--- config.mk ---
export PLATFORM = sky130hd
export DESIGN_NAME = c8lc_line
export DESIGN_NICKNAME = d
export VERILOG_FILES = /design/src/design/c8lc_pkg.sv /design/src/design/c8lc_line.sv
export SDC_FILE = /design/constraint.sdc
export NUM_CORES = 1
export LEC_CHECK = 0
export BUFFER_PORTS_ARGS = -buffer_cell sky130_fd_sc_hd__buf_2
export CAP_MARGIN = 20
export CORE_MARGIN = 3
export CORE_UTILIZATION = 30
export CTS_CLUSTER_DIAMETER = 80
export DETAILED_ROUTE_END_ITERATION = 10
export PLACE_DENSITY = 0.49
export SLEW_MARGIN = 20
export SYNTH_ARGS = -nofsm -noshare
export SYNTH_HDL_FRONTEND = slang
export SYNTH_SLANG_ARGS = --single-unit
--- constraint.sdc ---
create_clock -name clk -period 8.03 [get_ports clk]
set_input_delay 1.2045 -clock clk [delete_from_list [all_inputs] [get_ports clk]]
set_output_delay 1.2045 -clock clk [all_outputs]
set_load 0.05 [all_outputs]
--- src/design/c8lc_pkg.sv ---
package c8lc_pkg;

  localparam int LINE_MAX = 4096;
  localparam int POS_W    = $clog2(LINE_MAX);
  localparam int OUT_W    = 32;

  localparam logic [POS_W-1:0] POS_LAST = POS_W'(LINE_MAX - 1);

  localparam logic [7:0] CRC_POLY   = 8'h07;
  localparam logic [7:0] CHAR_NL    = 8'h0a;
  localparam logic [7:0] CHAR_STAR  = 8'h2a;
  localparam logic [7:0] CHAR_PLUS  = 8'h2b;
  localparam logic [7:0] CHAR_MINUS = 8'h2d;

  localparam logic [1:0] VERDICT_MATCH    = 2'd0;
  localparam logic [1:0] VERDICT_NO_CRC   = 2'd1;
  localparam logic [1:0] VERDICT_MISMATCH = 2'd2;
  localparam logic [1:0] VERDICT_EMPTY    = 2'd3;

  typedef struct packed {
    logic [7:0]       computed_crc;
    logic [7:0]       received_crc;
    logic [POS_W-1:0] payload_length;
    logic [1:0]       verdict;
  } c8lc_result_t;

  function automatic logic is_ws(input logic [7:0] c);
    return (c == 8'd32) || (c >= 8'd9 && c <= 8'd13);
  endfunction

  function automatic logic is_hex(input logic [7:0] c);
    return (c >= "0" && c <= "9") || (c >= "a" && c <= "f") || (c >= "A" && c <= "F");
  endfunction

  function automatic logic [3:0] hex_val(input logic [7:0] c);
    logic [7:0] d;
    d = 8'd0;
    if (c >= "0" && c <= "9") begin
      d = c - "0";
    end else if (c >= "a" && c <= "f") begin
      d = c - "a" + 8'd10;
    end else if (c >= "A" && c <= "F") begin
      d = c - "A" + 8'd10;
    end
    return d[3:0];
  endfunction

  // MSB-first CRC-8 byte update, unrolled
  function automatic logic [7:0] crc8_byte(input logic [7:0] crc, input logic [7:0] b);
    logic [7:0] c;
    c = crc ^ b;
    for (int k = 0; k < 8; k++) begin
      c = c[7] ? ((c << 1) ^ CRC_POLY) : (c << 1);
    end
    return c;
  endfunction

  // strtol base 16 over two characters, wrapped to 8 bits
  function automatic logic [7:0] parse_suffix(input logic [7:0] a, input logic [7:0] b);
    logic [7:0] s [2];
    logic [1:0] mode;   // 0 skip blanks, 1 digits, 2 stopped
    logic       neg;
    logic [7:0] v;
    s[0] = a;
    s[1] = b;
    mode = 2'd0;
    neg  = 1'b0;
    v    = 8'd0;
    for (int k = 0; k < 2; k++) begin
      if (mode == 2'd0) begin
        if (!is_ws(s[k])) begin
          if (s[k] == CHAR_PLUS || s[k] == CHAR_MINUS) begin
            neg  = (s[k] == CHAR_MINUS);
            mode = 2'd1;
          end else if (is_hex(s[k])) begin
            v    = {4'd0, hex_val(s[k])};
            mode = 2'd1;
          end else begin
            mode = 2'd2;
          end
        end
      end else if (mode == 2'd1) begin
        if (is_hex(s[k])) begin
          v = {v[3:0], hex_val(s[k])};
        end else begin
          mode = 2'd2;
        end
      end
    end
    return neg ? (8'd0 - v) : v;
  endfunction

endpackage

--- src/design/c8lc_line.sv ---
module c8lc_line
  import c8lc_pkg::*;
(
  input  logic         clk,
  input  logic         rst_n,
  input  logic         step,
  input  logic [7:0]   rx_byte,
  output logic         res_valid,
  output c8lc_result_t res
);

  logic [7:0]       running_crc_r, running_crc_nxt;
  logic [7:0]       crc_at_star_r, crc_at_star_nxt;
  logic             star_seen_r, star_seen_nxt;
  logic             started_r, started_nxt;
  logic [POS_W-1:0] char_pos_r, char_pos_nxt;
  logic [POS_W-1:0] star_pos_r, star_pos_nxt;
  logic [POS_W-1:0] trim_end_r, trim_end_nxt;
  logic [7:0]       suffix_first_r, suffix_first_nxt;
  logic [7:0]       suffix_second_r, suffix_second_nxt;

  logic             is_nl;
  logic [POS_W:0]   star_p1, star_p2, pos_ext;
  logic [POS_W+1:0] star_p3;
  logic [7:0]       rx_val;

  assign is_nl   = (rx_byte == CHAR_NL);
  assign pos_ext = {1'b0, char_pos_r};
  assign star_p1 = {1'b0, star_pos_r} + (POS_W+1)'(1);
  assign star_p2 = {1'b0, star_pos_r} + (POS_W+1)'(2);
  assign star_p3 = {2'b00, star_pos_r} + (POS_W+2)'(3);
  assign rx_val  = parse_suffix(suffix_first_r, suffix_second_r);

  assign res_valid = step && is_nl;

  always_comb begin
    res = '0;
    if (trim_end_r == '0) begin
      res.verdict = VERDICT_EMPTY;
    end else if (star_seen_r && star_p3 <= {2'b00, trim_end_r}) begin
      res.received_crc   = rx_val;
      res.computed_crc   = crc_at_star_r;
      res.verdict        = (rx_val == crc_at_star_r) ? VERDICT_MATCH : VERDICT_MISMATCH;
      res.payload_length = star_pos_r;
    end else begin
      res.verdict        = VERDICT_NO_CRC;
      res.payload_length = trim_end_r;
      res.computed_crc   = star_seen_r ? crc_at_star_r : 8'd0;
    end
  end

  always_comb begin
    running_crc_nxt   = running_crc_r;
    crc_at_star_nxt   = crc_at_star_r;
    star_seen_nxt     = star_seen_r;
    started_nxt       = started_r;
    char_pos_nxt      = char_pos_r;
    star_pos_nxt      = star_pos_r;
    trim_end_nxt      = trim_end_r;
    suffix_first_nxt  = suffix_first_r;
    suffix_second_nxt = suffix_second_r;
    if (step) begin
      if (is_nl) begin
        running_crc_nxt   = '0;
        crc_at_star_nxt   = '0;
        star_seen_nxt     = 1'b0;
        started_nxt       = 1'b0;
        char_pos_nxt      = '0;
        star_pos_nxt      = '0;
        trim_end_nxt      = '0;
        suffix_first_nxt  = '0;
        suffix_second_nxt = '0;
      end else if (started_r || !is_ws(rx_byte)) begin
        started_nxt = 1'b1;
        if (char_pos_r < POS_LAST) begin
          if (star_seen_r && pos_ext == star_p1) begin
            suffix_first_nxt = rx_byte;
          end
          if (star_seen_r && pos_ext == star_p2) begin
            suffix_second_nxt = rx_byte;
          end
          if (rx_byte == CHAR_STAR) begin
            crc_at_star_nxt = running_crc_r;
            star_seen_nxt   = 1'b1;
            star_pos_nxt    = char_pos_r;
          end
          running_crc_nxt = crc8_byte(running_crc_r, rx_byte);
          if (!is_ws(rx_byte)) begin
            trim_end_nxt = char_pos_r + POS_W'(1);
          end
          char_pos_nxt = char_pos_r + POS_W'(1);
        end
      end
    end
  end

  always_ff @(posedge clk) begin
    if (!rst_n) begin
      running_crc_r   <= '0;
      crc_at_star_r   <= '0;
      star_seen_r     <= 1'b0;
      started_r       <= 1'b0;
      char_pos_r      <= '0;
      star_pos_r      <= '0;
      trim_end_r      <= '0;
      suffix_first_r  <= '0;
      suffix_second_r <= '0;
    end else begin
      running_crc_r   <= running_crc_nxt;
      crc_at_star_r   <= crc_at_star_nxt;
      star_seen_r     <= star_seen_nxt;
      started_r       <= started_nxt;
      char_pos_r      <= char_pos_nxt;
      star_pos_r      <= star_pos_nxt;
      trim_end_r      <= trim_end_nxt;
      suffix_first_r  <= suffix_first_nxt;
      suffix_second_r <= suffix_second_nxt;
    end
  end

endmodule

==> parameters.txt, run 1 <==
Parameter                              Value

Clocking
  Number of instances resized during post-cts repair    0
  Largest buffer count on any clock path    2
  Cts-stage hold buffer count    0
  Clock slew seen by the registers of the worst setup and hold paths    roughly 0.060 ns
  CTS Buf Count    9
  Maximum level of the CTS H-tree    3
  Worst-Skew Late Latency    around 0.33 ns
  Clock Tree Root    sky130_fd_sc_hd__clkbuf_16
  TritonCTS clock tree    built
  Post-CTS Repair Setup Buffers    0
  Count of clock tree sinks    70

Final layout
  Area added between synthesis and finish    9.74%
  Share of post-route cells with drive strength above 1    0.125
  Number of nets at the end of the flow    745
  Antenna diode instance count    0
  Fin area    6270 um^2

STA
  Endpoints failing hold    0
  Setup TNS Final    0 ns
  Unrepaired setup endpoints after global routing    false
  Period utilisation layout    0.704
  Number of pins exceeding their max-slew limit in the final report    0
  Crit path time final    5.65 ns
  Maximum clock skew at final layout    slightly above 0.006 ns
  Slew @ Worst Pin    about 1 ns
  Fmax achieved    0.177 GHz
  Max-Slew Margin vs Limit    0.333
  Finish-stage setup viols    0

Place
  Gp weighted congestion    roughly 0.85
  Post-Place Cell Area    around 6000 um^2
  Count of input and output buffers    41
  DP Wirelength    roughly 12000 um

Min path
  Startpoint of the worst hold path    started_r$_SDFFE_PN0P_
  Hold Crit Class    register to register

Pwr
  Leak pwr    2.36 nW
  PwrDens    roughly 160 nW/um^2
  Total power    0.000992 W
  Max IR drop VDD    0.000104 V

Yosys
  Number of nets in the synthesized netlist    742
  Fraction of registers with async set/reset    0
  Post-Synthesis Cells    706
  Yosys warns    0
  Mean post-synth cell area    about 8.1 um^2
  Main synth FF type    sky130_fd_sc_hd__dfxtp_1
  Count of distinct cell types in the synthesized netlist    85
  Number of flops mapped to enable cells by yosys    0
  Sequential share of the synthesized area    0.245
  Netlist area before placement    5720 um^2
  Synthesis-stage register bit count    70

Worst setup path
  Worst setup path startpoint    star_pos_r[0]$_SDFFE_PN0P_
  Crit. End Element    primary output
  Most frequent CP cell    sky130_fd_sc_hd__a21o_1
  Crit path DAT    ~4.5 ns
  Cell-by-cell listing of the critical path    inv_1, ha_1, nand3b_1, nor2_1, xor2_1, ha_1, a21o_1, a21o_1, a21oi_1, o21ai_0, a21o_1, a21oi_1, o21ai_2, nor2_1, inv_2, nor3_1, buf_2
  Start of the worst register-to-register path    char_pos_r[1]$_SDFFE_PN0P_
  Maximum fanout count along the critical path    13
  Worst path top cell family by delay    compound AO/OA/AOI/OAI gates
  Category of the most critical setup path    register to primary output
  Count of buffer and inverter cells on the critical path    3
  Worst endpoint required time    approximately 6.8 ns
  Library cell contributing the largest single delay on the critical path    sky130_fd_sc_hd__dfxtp_1
  Critical path's largest stage delay    ~0.6 ns
  Worst setup SP type    register

Global route
  Wire length of the first global-routing pass    between 20000 and 30000 um
  Residual overflow from global routing    0
  Overall global routing resource usage    0.153
  Via count of the first global-routing pass    approximately 4.7k
  Initial antenna violation count    0
  Pin count of the biggest net entering global routing    71

Routing
  Router iterations before antenna repair    4
  Routed vias/inst    5.37
  Initial DRC count    approximately 360
  Aggregate routed wire length    between 15000 and 20000 um
  Number of nets with antenna violations after detailed routing    0
  Wire length per cell after detailed routing    16.9 um
  Total via count after detailed routing    just over 5k
  Drc violations    0

Die
  Horizontal extent of the die    144 um
  Std-Cell Rows    49
  Placeable Area    18300 um^2
  Die Footprint    around 21000 um^2
  Starting utilization of the core area    0.312
  Ports placed on the boundary    42
  Die height    144 um

Flow run
  Max-cap violation count    0

Status
  Run status    complete, no violations
-- kinds of logic (layout without fill, tap and decap cells) --
| group | count (synthesis) | in the layout | share of synthesized area |
|---|---|---|---|
| flip-flops | 70 | 70 | 0.245 |
| multiplexers | 29 | 29 | 0.0538 |
| buffers and inverters | 80 | 88 | 0.0624 |
| XOR/XNOR | 72 | 72 | 0.110 |
| AO/OA/AOI/OAI | 162 | 162 | 0.200 |
| adder cells (fa/ha/maj) | 25 | 25 | 0.0547 |
| AND/OR/NAND/NOR | 268 | 268 | 0.274 |
-- path summary, 6_finish.rpt --
check | end | slack, ns | depth (start not counted)
worst max register to register | star_pos_r[9]$_SDFFE_PN0P_ | 4.75 | 9
worst min register to register | started_r$_SDFFE_PN0P_ | 0.52 | 2
worst max-delay path | res[19] | 2.38 | 17
worst min-delay path | started_r$_SDFFE_PN0P_ | 0.52 | 2
-- per-stage QoR --
| step | std cells | worst slack [ns] | utilization | hold WS, ns |
|---|---|---|---|---|
| after floorplan | 706 | 2.60 | - | 0.502 |
| after global placement | 927 | 2.81 | 0.326 | 0.522 |
| after detailed placement | 927 | 2.61 | 0.326 | 0.521 |
| after CTS | 943 | 2.23 | 0.342 | 0.529 |
| after global routing | 943 | 2.03 | 0.342 | 0.566 |
| final | 943 | 2.38 | 0.342 | 0.522 |
-- synth_stat cells (3+ instances only) --
library cell,count,area share
sky130_fd_sc_hd__o21a_1,8,0.011
sky130_fd_sc_hd__nand4_1,10,0.011
sky130_fd_sc_hd__inv_1,29,0.019
sky130_fd_sc_hd__clkbuf_1,22,0.014
sky130_fd_sc_hd__nor4_1,6,0.0066
sky130_fd_sc_hd__nand2_1,33,0.022
sky130_fd_sc_hd__a31oi_1,8,0.0088
sky130_fd_sc_hd__nor3_1,20,0.018
sky130_fd_sc_hd__nor2_1,40,0.026
sky130_fd_sc_hd__xor2_1,30,0.046
sky130_fd_sc_hd__or3_1,3,0.0033
sky130_fd_sc_hd__a21o_1,8,0.011
sky130_fd_sc_hd__nor4b_1,3,0.0046
sky130_fd_sc_hd__and2_1,9,0.0098
sky130_fd_sc_hd__buf_2,20,0.018
sky130_fd_sc_hd__dfxtp_1,70,0.25
sky130_fd_sc_hd__nand2b_1,3,0.0033
sky130_fd_sc_hd__buf_4,3,0.0039
sky130_fd_sc_hd__xnor2_1,42,0.064
sky130_fd_sc_hd__nand3b_1,5,0.0066
sky130_fd_sc_hd__nor2b_1,68,0.074
sky130_fd_sc_hd__nor3b_1,7,0.0092
sky130_fd_sc_hd__nand4b_1,4,0.0061
sky130_fd_sc_hd__and3_1,17,0.019
sky130_fd_sc_hd__ha_1,25,0.055
sky130_fd_sc_hd__o21ai_0,32,0.028
sky130_fd_sc_hd__mux2i_1,27,0.047
sky130_fd_sc_hd__a21oi_1,35,0.031
sky130_fd_sc_hd__nand3_1,21,0.018
sky130_fd_sc_hd__a211oi_1,3,0.0039
sky130_fd_sc_hd__a22oi_1,28,0.037
sky130_fd_sc_hd__o21ai_2,3,0.0046
-- sequential cells by signal (all words and copies together), names as in the netlist --
signal	cells
suffix_second_r	8
char_pos_r	12
star_seen_r	1
suffix_first_r	8
star_pos_r	12
trim_end_r	12
crc_at_star_r	8
running_crc_r	8
started_r	1
-- power by group --
group	switching, W	total [W]	internal, W
clock	0.000153	0.000394	0.000241
sequential	0.0000255	0.000393	0.000367
combinational	0.000110	0.000205	0.0000947
-- final cells by class --
| type | count | area, um^2 |
|---|---|---|
| Fill cell | 1905 | 12100 |
| Multi-Input combinational cell | 556 | 3970 |
| Sequential cell | 70 | 1400 |
| Tap cell | 229 | 287 |
| Clock buffer | 11 | 233 |
| Timing Repair Buffer | 42 | 213 |
| Inverter | 30 | 113 |
| Clock inverter | 5 | 60.1 |
-- worst min-delay path: cells and delay by family (launching register included) --
| family | cells | cell delay (ns) |
|---|---|---|
| simple gates | 1 | 0.05 |
| flops | 1 | 0.31 |
| compound gates | 1 | 0.11 |
-- routing by layer --
layer | vias up | wire, um | track usage
met1 | 2432 | 8110 | 0.228
met2 | 108 | 7050 | 0.232
met4 | 0 | 190 | 0.0431
met3 | 14 | 546 | 0.0192
met5 | - | 0 | 0
li1 | 2506 | - | -
-- layout by cell type (no fill, tap or decap), types with 3 or more instances in the layout --
master and n:
sky130_fd_sc_hd__nor4_1 6, sky130_fd_sc_hd__nor3b_1 7, sky130_fd_sc_hd__a21oi_1 35, sky130_fd_sc_hd__o21ai_0 31
sky130_fd_sc_hd__nand4_1 10, sky130_fd_sc_hd__buf_2 41, sky130_fd_sc_hd__xnor2_1 42, sky130_fd_sc_hd__dfxtp_1 70
sky130_fd_sc_hd__and2_1 9, sky130_fd_sc_hd__mux2i_1 27, sky130_fd_sc_hd__nor2_1 38, sky130_fd_sc_hd__a22oi_1 28
sky130_fd_sc_hd__nand2_1 33, sky130_fd_sc_hd__or3_1 3, sky130_fd_sc_hd__o21ai_2 4, sky130_fd_sc_hd__nand4b_1 4
sky130_fd_sc_hd__ha_1 25, sky130_fd_sc_hd__nor2b_1 68, sky130_fd_sc_hd__a31oi_1 8, sky130_fd_sc_hd__a211oi_1 3
sky130_fd_sc_hd__xor2_1 30, sky130_fd_sc_hd__nor4b_1 3, sky130_fd_sc_hd__nor3_1 20, sky130_fd_sc_hd__nand2b_1 3
sky130_fd_sc_hd__nand3_1 21, sky130_fd_sc_hd__a21o_1 8, sky130_fd_sc_hd__o21a_1 8, sky130_fd_sc_hd__and3_1 17
sky130_fd_sc_hd__inv_1 29, sky130_fd_sc_hd__nand3b_1 5, sky130_fd_sc_hd__clkbuf_16 9
(Power assumes the default switching activity.)
==> run 2: changes to the inputs <==
==> constraint.sdc (replaced) <==
create_clock -name clk -period 5.7 [get_ports clk]
set_input_delay 0.855 -clock clk [delete_from_list [all_inputs] [get_ports clk]]
set_output_delay 0.855 -clock clk [all_outputs]
set_load 0.05 [all_outputs]
==> parameters.txt, run 2 (same netlist as run 1, synthesis figures left out) <==
Parameter                              Value

Status
  Run status    complete, no violations (unchanged)

Pwr
  Share of power burned in registers    0.392 (was 0.396)
  Combinational power share    0.204 (was 0.206)
  Share of total power consumed by net switching    0.289 (was 0.291)
  PwrDens    224 nW/um^2 (was 158 nW/um^2)
  Switching component of the power    0.000408 W (was 0.000289 W)
  Leak pwr    2.37 nW (was 2.36 nW)
  Max IR drop VDD    0.000159 V (was 0.000104 V)
  Pint    0.00100 W (was 0.000703 W)
  Relative contribution of the clock network to total power    0.404 (was 0.397)

Worst setup path
  Critical path's largest stage delay    0.58 ns (was 0.59 ns)
  Crit path DAT    4.23 ns (was 4.45 ns)
  Capturing instance or port of the critical path    res[19] (unchanged)
  Cell-by-cell listing of the critical path    inv_1, ha_1, nand3b_1, nor2_1, xor2_1, ha_1, a21o_1, a21o_1, a21oi_1, o21ai_0, a21o_1, a21oi_1, o21ai_1, buf_4, nor2_1, inv_2, nor3_1, buf_2 (was inv_1, ha_1, nand3b_1, nor2_1, xor2_1, ha_1, a21o_1, a21o_1, a21oi_1, o21ai_0, a21o_1, a21oi_1, o21ai_2, nor2_1, inv_2, nor3_1, buf_2)
  Most frequent CP cell    sky130_fd_sc_hd__a21o_1 (unchanged)
  Start of the worst register-to-register path    char_pos_r[1]$_SDFFE_PN0P_ (unchanged)
  Reg2Reg Capture Point    star_pos_r[10]$_SDFFE_PN0P_ (was star_pos_r[9]$_SDFFE_PN0P_)
  Category of the most critical setup path    register to primary output (unchanged)
  Setup slack of the most critical reg-to-reg path    2.49 ns (was 4.75 ns)
  Worst endpoint required time    4.85 ns (was 6.83 ns)
  Library cell contributing the largest single delay on the critical path    sky130_fd_sc_hd__dfxtp_1 (unchanged)
  Number of cells on the critical path    18 (was 17)
  Worst path top cell family by delay    compound AO/OA/AOI/OAI gates (unchanged)
  Maximum fanout count along the critical path    13 (unchanged)
  Crit. End Element    primary output (unchanged)
  Count of buffer and inverter cells on the critical path    4 (was 3)
  Worst setup SP type    register (unchanged)
  Worst setup path startpoint    star_pos_r[0]$_SDFFE_PN0P_ (unchanged)
  Depth of the worst register-to-register path    9 (unchanged)

Die
  Die height    144 um (unchanged)
  Placeable Area    18300 um^2 (unchanged)
  Std-Cell Rows    49 (unchanged)
  Die Footprint    20700 um^2 (unchanged)
  Ports placed on the boundary    42 (unchanged)
  Starting utilization of the core area    0.312 (unchanged)
  Horizontal extent of the die    144 um (unchanged)

Routing
  Wl on met1    8140 um (was 8110 um)
  Total via count after detailed routing    5012 (was 5060)
  Wire length per cell after detailed routing    16.6 um (was 16.9 um)
  Uppermost metal layer occupied by signal nets    met4 (unchanged)
  Routed vias/inst    5.30 (was 5.37)
  Metal2 WL    6610 um (was 7050 um)
  Number of nets with antenna violations after detailed routing    0 (unchanged)
  Initial DRC count    276 (was 356)
  Amount of wire on met3 after detailed routing    667 um (was 546 um)
  Drc violations    0 (unchanged)
  Router iterations before antenna repair    4 (unchanged)
  Aggregate routed wire length    15700 um (was 15900 um)

Final layout
  Number of nets at the end of the flow    747 (was 745)
  Share of post-route cells with drive strength above 1    0.127 (was 0.125)
  Most common library cell in the layout ignoring fill and taps    sky130_fd_sc_hd__dfxtp_1 (unchanged)
  Most frequent cells in the layout    sky130_fd_sc_hd__dfxtp_1 (70), sky130_fd_sc_hd__nor2b_1 (68), sky130_fd_sc_hd__xnor2_1 (42) (unchanged)
  Area added between synthesis and finish    10.1% (was 9.74%)
  Antenna diode instance count    0 (unchanged)
  Registers with the most flip-flops    char_pos_r: 12 flops, star_pos_r: 12 flops, trim_end_r: 12 flops (unchanged)

Clocking
  Worst-Skew Late Latency    0.34 ns (was 0.33 ns)
  Number of instances resized during post-cts repair    0 (unchanged)
  Clock slew seen by the registers of the worst setup and hold paths    0.06 ns (about the same)
  Count of clock tree sinks    70 (unchanged)
  Clock Tree Root    sky130_fd_sc_hd__clkbuf_16 (unchanged)
  Largest buffer count on any clock path    2 (unchanged)
  CTS Buf Count    9 (unchanged)
  TritonCTS clock tree    built (unchanged)
  Post-CTS Repair Setup Buffers    0 (unchanged)
  Cts-stage hold buffer count    0 (unchanged)
  Maximum level of the CTS H-tree    3 (unchanged)

STA
  Maximum clock skew at final layout    0.00858 ns (was 0.00622 ns)
  Setup TNS Final    0 ns (unchanged)
  Period utilisation layout    0.892
  Final worst setup slack    0.615 ns (was 2.38 ns)
  Crit path time final    5.08 ns
  Max-Slew Margin vs Limit    0.321 (was 0.333)
  Finish-stage setup viols    0 (unchanged)
  Endpoints failing hold    0 (unchanged)
  Fmax achieved    0.197 GHz
  Number of pins exceeding their max-slew limit in the final report    0 (unchanged)
  Unrepaired setup endpoints after global routing    false (unchanged)
  Slew @ Worst Pin    1.02 ns (was 1.00 ns)

Place
  Count of input and output buffers    41 (unchanged)
  DP Wirelength    11900 um (was 12100 um)
  Worst setup slack after placement    0.979 ns (was 2.61 ns)
  Gp weighted congestion    0.853 (was 0.849)

Global route
  Wire length of the first global-routing pass    25200 um (was 25500 um)
  Overall global routing resource usage    0.153 (about the same)
  Via count of the first global-routing pass    4633 (was 4704)
  Initial antenna violation count    0 (unchanged)
  Residual overflow from global routing    0 (unchanged)
  Pin count of the biggest net entering global routing    71 (unchanged)

Flow run
  Max-cap violation count    0 (unchanged)

Min path
  Hold Crit Class    register to register (unchanged)
-- run 2: cell types whose count changed in the layout (fill, tap and decap cells not counted), sizes merged --
cell,change
buf,+2
clkinv,-1
clkinvlp,+1
-- run 2: worst register-to-register path: cells and delay by family, from the launching register on --
| kind | cells | cell delay (ns) |
|---|---|---|
| flops | 1 | 0.47 |
| simple gates | 6 | 1.86 |
| compound gates | 2 | 0.51 |
| fa+ha+maj | 1 | 0.31 |
-- run 2: area by class of cell --
type | instances | area (um^2)
Multi-Input combinational cell | 556 | 3960
Timing Repair Buffer | 44 | 228
Sequential cell | 70 | 1400
Inverter | 30 | 113
Tap cell | 229 | 287
Clock buffer | 11 | 243
Fill cell | 1918 | 12000
Clock inverter | 5 | 58.8
-- run 2: metal layers --
metal / up-vias / track usage
li1: 2510 / -
met1: 2415 / 0.226
met2: 67 / 0.223
met3: 20 / 0.0278
met4: 0 / 0.0486
met5: - / 0
-- run 2: how the worst min path moves through the flow --
| stage | endpoint | cells past startpoint | startpoint |
|---|---|---|---|
| 4_1_cts | started_r$_SDFFE_PN0P_ | 2 | started_r$_SDFFE_PN0P_ |
| 3_3_place_gp | started_r$_SDFFE_PN0P_ | 2 | started_r$_SDFFE_PN0P_ |
| 2_1_floorplan | started_r$_SDFFE_PN0P_ | 2 | started_r$_SDFFE_PN0P_ |
| 3_5_place_dp | started_r$_SDFFE_PN0P_ | 2 | started_r$_SDFFE_PN0P_ |
| 6_report | started_r$_SDFFE_PN0P_ | 2 | started_r$_SDFFE_PN0P_ |
| 5_1_grt | started_r$_SDFFE_PN0P_ | 2 | started_r$_SDFFE_PN0P_ |
-- run 2: power by group through the flow --
stage / Sequential [W] / Combinational, W / Clock, W
final: 0.000553 / 0.000287 / 0.000570
after global routing: 0.000557 / 0.000315 / 0.000607
after CTS: 0.000552 / 0.000288 / 0.000585
after detailed placement: 0.000563 / 0.000285 / 0
after global placement: 0.000564 / 0.000283 / 0
after floorplan: 0.000551 / 0.000243 / 0
-- run 2: metrics by stage --
stage	instances	area (um^2)	power [W]	utilization	hold slack [ns]
floorplan	706	5720	0.000793	-	0.502
finish	945	6290	0.00141	0.343	0.525
global placement	929	5990	0.000846	0.327	0.522
CTS	945	6290	0.00143	0.343	0.533
global route	945	6290	0.00148	0.343	0.575
detailed placement	929	5990	0.000848	0.327	0.525
